==> src/design/fpr_pkg.sv <==
// fpr_pkg: shared types and constants for the framed packet receiver
// no dependencies
package fpr_pkg;

  localparam int BYTE_W     = 8;
  localparam int TIME_W     = 16;
  localparam int MAXP_W     = 6;
  localparam int IDX_W      = 6;
  localparam int CFG_IDX_W  = 2;
  localparam int CFG_DATA_W = 16;

  localparam int LEN_BYTE_POS = 2;
  localparam int BODY_OFFSET  = LEN_BYTE_POS + 2;
  localparam int MAX_OUT      = 64;

  localparam logic [MAXP_W-1:0] PAYLOAD_LIMIT = 6'd60;
  localparam logic [MAXP_W-1:0] MAXP_RESET    = 6'd60;
  localparam logic [TIME_W-1:0] TIMEOUT_RESET = 16'd1000;

  typedef enum logic {
    OP_BYTE = 1'b0,
    OP_TIME = 1'b1
  } opcode_t;

  typedef enum logic [1:0] {
    PH_INFO,
    PH_ADDR,
    PH_LEN,
    PH_BODY
  } phase_t;

  typedef enum logic [1:0] {
    EM_IDLE,
    EM_READ,
    EM_SHOW
  } emit_state_t;

  typedef logic [CFG_IDX_W-1:0] cfg_index_t;
  localparam cfg_index_t CFG_MAX_PAYLOAD = 2'd0;
  localparam cfg_index_t CFG_TIMEOUT     = 2'd1;

  typedef struct packed {
    logic             start;
    logic [IDX_W-1:0] last_idx;
  } emit_req_t;

endpackage

==> src/design/framed_packet_receiver.sv <==
// framed_packet_receiver: a byte or time request is taken while in_stall is low; a good
// checksum byte starts emission: the request is registered, then the store is read and
// the first frame byte shown; each later byte takes a store read then an output step,
// held while out_stall is high; input stalls until the last byte has been taken.
// reset clears parser state, idle timer, emitter and config (max_payload 60, timeout 1000);
// the frame store is not cleared, every byte emitted is written earlier in its frame.
// depends on fpr_pkg, fpr_ram, fpr_rx_ctrl, fpr_emit
module framed_packet_receiver #(
  parameter int FRAME_DEPTH = 64
) (
  input  logic                           clk,
  input  logic                           rst,
  input  logic                           in_valid,
  output logic                           in_stall,
  input  logic                           opcode,
  input  logic [fpr_pkg::BYTE_W-1:0]     rx_byte,
  input  logic [fpr_pkg::TIME_W-1:0]     elapsed,
  output logic                           out_valid,
  input  logic                           out_stall,
  output logic [fpr_pkg::BYTE_W-1:0]     frame_byte,
  output logic [fpr_pkg::IDX_W-1:0]      byte_index,
  output logic                           last_byte,
  input  logic                           cfg_valid,
  output logic                           cfg_ready,
  input  logic [fpr_pkg::CFG_IDX_W-1:0]  cfg_index,
  input  logic [fpr_pkg::CFG_DATA_W-1:0] cfg_data
);
  import fpr_pkg::*;

  localparam int AW = $clog2(FRAME_DEPTH);

  logic [MAXP_W-1:0] max_payload;
  logic [TIME_W-1:0] timeout_limit;
  logic [MAXP_W-1:0] maxp_wr;
  logic              cfg_wr;

  logic              ram_we, ram_re, emit_busy;
  logic [AW-1:0]     ram_waddr, ram_raddr;
  logic [BYTE_W-1:0] ram_wdata, ram_rdata;
  emit_req_t         emit_req;

  assign cfg_ready = 1'b1;
  assign cfg_wr    = cfg_valid && cfg_ready;
  assign maxp_wr   = (cfg_data[MAXP_W-1:0] > PAYLOAD_LIMIT) ? PAYLOAD_LIMIT
                                                            : cfg_data[MAXP_W-1:0];

  always_ff @(posedge clk) begin
    if (rst) begin
      max_payload   <= MAXP_RESET;
      timeout_limit <= TIMEOUT_RESET;
    end else if (cfg_wr) begin
      unique case (cfg_index)
        CFG_MAX_PAYLOAD: max_payload   <= maxp_wr;
        CFG_TIMEOUT:     timeout_limit <= cfg_data[TIME_W-1:0];
        default: ;
      endcase
    end
  end

  assign in_stall = emit_busy || emit_req.start;

  fpr_ram #(
    .WIDTH (BYTE_W),
    .DEPTH (FRAME_DEPTH)
  ) u_store (
    .clk   (clk),
    .we    (ram_we),
    .waddr (ram_waddr),
    .wdata (ram_wdata),
    .re    (ram_re),
    .raddr (ram_raddr),
    .rdata (ram_rdata)
  );

  fpr_rx_ctrl #(
    .FRAME_DEPTH (FRAME_DEPTH)
  ) u_rx_ctrl (
    .clk           (clk),
    .rst           (rst),
    .in_valid      (in_valid),
    .hold          (in_stall),
    .opcode        (opcode),
    .rx_byte       (rx_byte),
    .elapsed       (elapsed),
    .max_payload   (max_payload),
    .timeout_limit (timeout_limit),
    .we            (ram_we),
    .waddr         (ram_waddr),
    .wdata         (ram_wdata),
    .emit_req      (emit_req)
  );

  fpr_emit #(
    .FRAME_DEPTH (FRAME_DEPTH)
  ) u_emit (
    .clk        (clk),
    .rst        (rst),
    .emit_req   (emit_req),
    .busy       (emit_busy),
    .re         (ram_re),
    .raddr      (ram_raddr),
    .rdata      (ram_rdata),
    .out_valid  (out_valid),
    .out_stall  (out_stall),
    .frame_byte (frame_byte),
    .byte_index (byte_index),
    .last_byte  (last_byte)
  );

endmodule

==> src/design/fpr_ram.sv <==
// fpr_ram: generic single write port, single read port ram with registered read
// no dependencies
module fpr_ram #(
  parameter int WIDTH = 8,
  parameter int DEPTH = 64
) (
  input  logic                     clk,
  input  logic                     we,
  input  logic [$clog2(DEPTH)-1:0] waddr,
  input  logic [WIDTH-1:0]         wdata,
  input  logic                     re,
  input  logic [$clog2(DEPTH)-1:0] raddr,
  output logic [WIDTH-1:0]         rdata
);

  logic [WIDTH-1:0] mem [DEPTH];

  always_ff @(posedge clk) begin
    if (we) begin
      mem[waddr] <= wdata;
    end
    if (re) begin
      rdata <= mem[raddr];
    end
  end

endmodule

==> src/design/fpr_rx_ctrl.sv <==
// fpr_rx_ctrl: frame parser, checksum, idle timer and frame store writes
// depends on fpr_pkg
module fpr_rx_ctrl #(
  parameter int FRAME_DEPTH = 64
) (
  input  logic                             clk,
  input  logic                             rst,
  input  logic                             in_valid,
  input  logic                             hold,
  input  logic                             opcode,
  input  logic [fpr_pkg::BYTE_W-1:0]       rx_byte,
  input  logic [fpr_pkg::TIME_W-1:0]       elapsed,
  input  logic [fpr_pkg::MAXP_W-1:0]       max_payload,
  input  logic [fpr_pkg::TIME_W-1:0]       timeout_limit,
  output logic                             we,
  output logic [$clog2(FRAME_DEPTH)-1:0]   waddr,
  output logic [fpr_pkg::BYTE_W-1:0]       wdata,
  output fpr_pkg::emit_req_t               emit_req
);
  import fpr_pkg::*;

  localparam int AW = $clog2(FRAME_DEPTH);
  localparam logic [AW-1:0] FILL_MAX = AW'(FRAME_DEPTH - 1);

  phase_t            phase, phase_next;
  logic [AW-1:0]     fill, fill_next, fill_base, fill_after;
  logic [BYTE_W-1:0] sum, sum_next, sum_base;
  logic [BYTE_W-1:0] len, len_next;
  logic [TIME_W-1:0] idle, idle_next;
  logic [TIME_W:0]   idle_sum;
  logic              accept, byte_acc, time_acc, len_ok, frame_done, timeout;
  emit_req_t         emit_req_next;

  assign accept    = in_valid && !hold;
  assign byte_acc  = accept && (opcode == OP_BYTE);
  assign time_acc  = accept && (opcode == OP_TIME);
  assign len_ok    = rx_byte <= {2'b00, max_payload};
  assign fill_base = (phase == PH_INFO) ? '0 : fill;
  assign sum_base  = (phase == PH_INFO) ? '0 : sum;
  assign fill_after = (fill_base != FILL_MAX) ? fill_base + 1'b1 : fill_base;
  assign frame_done = (phase == PH_BODY)
                   && (32'(fill_after) >= 32'(BODY_OFFSET))
                   && (32'(len) == 32'(fill_after) - 32'(BODY_OFFSET));
  assign idle_sum = {1'b0, idle} + {1'b0, elapsed};
  assign timeout  = (idle < timeout_limit) && (idle_sum >= {1'b0, timeout_limit});

  always_comb begin
    phase_next = phase;
    if (byte_acc) begin
      unique case (phase)
        PH_INFO: phase_next = PH_ADDR;
        PH_ADDR: phase_next = PH_LEN;
        PH_LEN:  phase_next = len_ok ? PH_BODY : PH_INFO;
        PH_BODY: phase_next = frame_done ? PH_INFO : PH_BODY;
        default: phase_next = PH_INFO;
      endcase
    end else if (time_acc && timeout) begin
      phase_next = PH_INFO;
    end
  end

  always_comb begin
    fill_next     = fill;
    sum_next      = sum;
    len_next      = len;
    idle_next     = idle;
    we            = 1'b0;
    waddr         = fill_base;
    wdata         = rx_byte;
    emit_req_next = '0;
    if (byte_acc) begin
      idle_next = '0;
      we = (phase != PH_LEN) || len_ok;
      if (we) begin
        fill_next = fill_after;
        sum_next  = sum_base + rx_byte;
      end
      if (phase == PH_LEN && len_ok) begin
        len_next = rx_byte;
      end
      if (frame_done && rx_byte == sum) begin
        emit_req_next.start    = 1'b1;
        emit_req_next.last_idx = (32'(fill_after) > 32'(MAX_OUT)) ? IDX_W'(MAX_OUT - 1)
                                                                   : IDX_W'(fill_after - 1'b1);
      end
    end else if (time_acc && idle < timeout_limit) begin
      idle_next = (idle_sum > {1'b0, timeout_limit}) ? timeout_limit
                                                     : idle_sum[TIME_W-1:0];
    end
  end

  always_ff @(posedge clk) begin
    if (rst) begin
      phase    <= PH_INFO;
      fill     <= '0;
      sum      <= '0;
      idle     <= '0;
      emit_req <= '0;
    end else begin
      phase    <= phase_next;
      fill     <= fill_next;
      sum      <= sum_next;
      idle     <= idle_next;
      emit_req <= emit_req_next;
    end
  end

  always_ff @(posedge clk) begin
    len <= len_next;
  end

  a_fill_range: assert property (@(posedge clk) disable iff (rst)
    fill <= FILL_MAX)
    else $error("fill index beyond frame store");

  a_start_from_body: assert property (@(posedge clk) disable iff (rst)
    byte_acc && frame_done && rx_byte == sum |=> emit_req.start && phase == PH_INFO)
    else $error("good frame did not request emission");

endmodule

==> src/design/fpr_emit.sv <==
// fpr_emit: reads a finished frame out of the frame store, one whole frame per request
// depends on fpr_pkg
module fpr_emit #(
  parameter int FRAME_DEPTH = 64
) (
  input  logic                           clk,
  input  logic                           rst,
  input  fpr_pkg::emit_req_t             emit_req,
  output logic                           busy,
  output logic                           re,
  output logic [$clog2(FRAME_DEPTH)-1:0] raddr,
  input  logic [fpr_pkg::BYTE_W-1:0]     rdata,
  output logic                           out_valid,
  input  logic                           out_stall,
  output logic [fpr_pkg::BYTE_W-1:0]     frame_byte,
  output logic [fpr_pkg::IDX_W-1:0]      byte_index,
  output logic                           last_byte
);
  import fpr_pkg::*;

  localparam int AW = $clog2(FRAME_DEPTH);

  emit_state_t      state, state_next;
  logic [IDX_W-1:0] k, k_next;
  logic [IDX_W-1:0] last_idx, last_idx_next;
  logic             at_last;

  assign at_last = (k == last_idx);

  always_comb begin
    state_next = state;
    unique case (state)
      EM_IDLE: if (emit_req.start) state_next = EM_SHOW;
      EM_READ: state_next = EM_SHOW;
      EM_SHOW: if (!out_stall) state_next = at_last ? EM_IDLE : EM_READ;
      default: state_next = EM_IDLE;
    endcase
  end

  always_comb begin
    re            = 1'b0;
    raddr         = AW'(k);
    k_next        = k;
    last_idx_next = last_idx;
    out_valid     = 1'b0;
    unique case (state)
      EM_IDLE: begin
        if (emit_req.start) begin
          re            = 1'b1;
          raddr         = '0;
          k_next        = '0;
          last_idx_next = emit_req.last_idx;
        end
      end
      EM_READ: re = 1'b1;
      EM_SHOW: begin
        out_valid = 1'b1;
        if (!out_stall && !at_last) begin
          k_next = k + 1'b1;
        end
      end
      default: ;
    endcase
  end

  assign busy       = (state != EM_IDLE);
  assign frame_byte = rdata;
  assign byte_index = k;
  assign last_byte  = at_last;

  always_ff @(posedge clk) begin
    if (rst) begin
      state    <= EM_IDLE;
      k        <= '0;
      last_idx <= '0;
    end else begin
      state    <= state_next;
      k        <= k_next;
      last_idx <= last_idx_next;
    end
  end

  a_start_idle: assert property (@(posedge clk) disable iff (rst)
    emit_req.start |-> state == EM_IDLE)
    else $error("emission requested while busy");

  a_index_bound: assert property (@(posedge clk) disable iff (rst)
    busy |-> k <= last_idx)
    else $error("byte index ran past frame end");

endmodule

==> config.mk <==
export PLATFORM = sky130hd
export DESIGN_NAME = framed_packet_receiver
export DESIGN_NICKNAME = d
export VERILOG_FILES = /design/src/design/fpr_pkg.sv /design/src/design/framed_packet_receiver.sv /design/src/design/fpr_ram.sv /design/src/design/fpr_rx_ctrl.sv /design/src/design/fpr_emit.sv
export SDC_FILE = /design/constraint.sdc
export NUM_CORES = 1
export LEC_CHECK = 0
export BUFFER_PORTS_ARGS = -buffer_cell sky130_fd_sc_hd__buf_2
export CAP_MARGIN = 25
export CORE_MARGIN = 4
export CORE_UTILIZATION = 60
export DETAILED_ROUTE_END_ITERATION = 10
export PLACE_DENSITY = 0.84
export SYNTH_ARGS = -nofsm -noshare
export SYNTH_HDL_FRONTEND = slang
export SYNTH_SLANG_ARGS = --single-unit
==> constraint.sdc <==
create_clock -name clk -period 4.8 [get_ports clk]
set_input_delay 0.48 -clock clk [delete_from_list [all_inputs] [get_ports clk]]
set_output_delay 0.48 -clock clk [all_outputs]
set_load 0.01 [all_outputs]
==> flow_summary.toml <==
[outcome]
status = "finished clean"

[clock_network]
path_clk_slew_ns = 0.06
clk_latency_ns = 0.62
cts_root_buf = "clkbuf_16"
clk_path_buf_depth = 3
numCtsBuffers = 57
cts_setup_buffers = 0
cts_tree = "built"
cts_resized = 0
numClockSinks = 603
htreeDepth = 2
cts-hold-fix-buffers = 0

[sta]
fin_ws_ns = 0.446
hold_viol = 0
finalCritPeriodShare = 0.907
rsz0062_at_grt = "false"
slew_headroom = 0.302
hold_ws_ns = 0.0832
clock_skew_ns = 0.0216
fmax_mhz = 230
setup_tns_ns = 0
tightest_slew_ns = 1.04
final.min_clock_period_ns = 4.35
setup_viol = 0
drv_slew = 0

[logic_synthesis]
ys_types = 80
synth_ff_type = "edfxtp_1"
ys_ff_latch = 603
synth_edf_count = 528
synth_area_leaders = "edfxtp_1 (60%), dfxtp_1 (5.7%), mux4_2 (5.5%)"
synth_top_cell_by_area = "edfxtp_1"
netlist_instances = 1964
synth_area_per_cell_um2 = 13.4
async_reset_ff_frac = 0
yosysSeqAreaShare = 0.661
netlist_area_mm2 = 0.0263
yosysTopAreaCellShare = 0.604
syn_nets = 2080
ys_warn_count = 0

[worst_setup_path]
crit_arrival_ns = 4.81
end_kind = "register"
crit_path_max_fanout = 12
cp.buffers_inverters = 2
crit_chain = "ha_1 > fa_1 > a211oi_1 > o21ai_0 > a41o_1 > a31oi_1 > o21ai_0 > xor2_1 > ha_1 > and3_1 > nand3_1 > or4_1 > inv_1 > o21a_1 > buf_4 > mux2i_1 > o21ai_0"
path_common_cell = "o21ai_0"
worst_path_max_delay_cell = "or4_1"
cp.required_ns = 5.25
criticalPathCategory = "register to register"
slowest_delay_ns = 0.56
cp_top_family = "compound AO/OA/AOI/OAI gates"
start_kind = "register"

[routing]
ant_nets = 0
drcViolationCount = 0
route.vias.total = 17000
dr.pass1.iters = 6
via_per_inst = 6.43
wl_per_cell_um = 23.3
wirelength_um = 61500
first_iter_violations = 2095

[floorplan]
io_pins = 66
start_util = 0.608
core_region_area_mm2 = 0.0432
die_w_um = 217
rows = 76
die-area_mm2 = 0.0472
die-height_um = 217

[final_layout]
final_common_cell = "edfxtp_1"
fin_nets = 2125
drive_gt1_frac = 0.128
syn_to_final_growth_pct = 10.2
final_cell_mix = "edfxtp_1 (528), nand2_1 (261), nor2_1 (194)"

[global_route]
track_usage = 0.258
grt_pass1_vias = 16800
antenna_found_initial = 3
grt_max_degree = 88
grt_pass1_wl_um = 94400
gr-total-overflow = 0

[power_and_ir_drop]
report.power.total_mw = 10.7
power.density_mw_per_mm2 = 371
power.leakage_nw = 9.70
irDropWorstVdd_uv = 319

[placed_design]
numPortBuffers = 64
dp_hpwl_um = 37400
gp_congestion = 0.895
post-place-ws_ns = 0.244

[run]
maxCapViolCount = 0

[worst_hold_path]
min_path_type = "input pin to register"
## final cells by class
cell class,instances,area [µm²]
clock inverter,24,297
antenna,2,5.00
fill,2884,14200
clock buffer,80,1530
tap,585,732
multi-input combinational,1208,8250
timing repair buffer,96,598
inverter,43,161
sequential,603,17400
## power breakdown
group	switching, mW	leakage [nW]	internal [mW]
logic	0.347	3.45	0.204
registers	0.0342	5.36	5.73
clock network	1.88	0.889	2.55
## layer usage
layer / part of all wire / up-vias / global-route usage
li1: - / 7502 / -
met1: 0.37 / 8277 / 0.342
met2: 0.49 / 1010 / 0.429
met3: 0.099 / 192 / 0.0466
met4: 0.041 / 2 / 0.105
met5: 0.00020 / - / 0
## worst register-to-register path, delay by kind of cell (launching register included)
family	cells	cell delay, ns
multiplexers	1	0.21
XOR/XNOR	1	0.17
AO/OA/AOI/OAI	7	1.41
AND/OR/NAND/NOR	3	0.81
flip-flops	1	0.33
adder cells (fa/ha/maj)	3	0.96
buffers and inverters	2	0.33
## final timing paths
kind | slack, ns | depth (start not counted) | from | end
max | 0.45 | 17 | u_rx_ctrl.idle[0] | u_rx_ctrl.idle[5]
min | 0.08 | 2 | out_stall | u_emit.state[0]
max reg2reg | 0.45 | 17 | u_rx_ctrl.idle[0] | u_rx_ctrl.idle[5]
min reg2reg | 0.44 | 2 | u_rx_ctrl.emit_req[0] | u_emit.last_idx[0]
## through the flow
stage	area [µm²]	std cells	util
after floorplan	26300	1964	-
after global placement	27100	2533	0.628
after detailed placement	27100	2534	0.628
after CTS	28900	2638	0.670
after global routing	28900	2640	0.670
final	28900	2641	0.670
## logic make-up (layout without fill, tap and decap cells)
family | after synthesis | count (layout) | synth area share
simple gates | 604 | 604 | 0.0998
compound gates | 401 | 401 | 0.101
fa+ha+maj | 68 | 68 | 0.0330
other cells | 1 | 3 | 0.000143
mux | 92 | 92 | 0.0656
flops | 603 | 603 | 0.661
xor+xnor | 42 | 42 | 0.0140
buf+inv | 153 | 243 | 0.0257
## Yosys cell counts, types with 6 or more instances
library cell / instances
edfxtp_1: 528
nand2_1: 263
nor2_1: 194
o211ai_1: 99
o21ai_0: 97
a21oi_1: 90
dfxtp_1: 75
clkbuf_1: 71
ha_1: 66
mux4_2: 64
nand3_1: 44
inv_1: 43
xnor2_1: 30
mux2i_1: 27
a311oi_1: 24
buf_2: 21
nor3_1: 19
a211oi_1: 17
a21o_1: 15
and2_1: 12
nand4_1: 12
xor2_1: 12
a211o_1: 11
nor2b_1: 11
a31oi_1: 10
buf_6: 8
buf_1: 6
nand2b_1: 6
## sequential cells by signal (all words and copies together) (netlist names)
signal,count
u_rx_ctrl.len,8
u_emit.byte_index,6
max_payload,6
u_rx_ctrl.emit_req,7
u_rx_ctrl.sum,8
u_store.rdata,8
u_emit.state,2
u_store.mem,512
u_rx_ctrl.fill,6
u_rx_ctrl.phase,2
timeout_limit,16
u_emit.last_idx,6
u_rx_ctrl.idle,16
(Power assumes the default switching activity.)
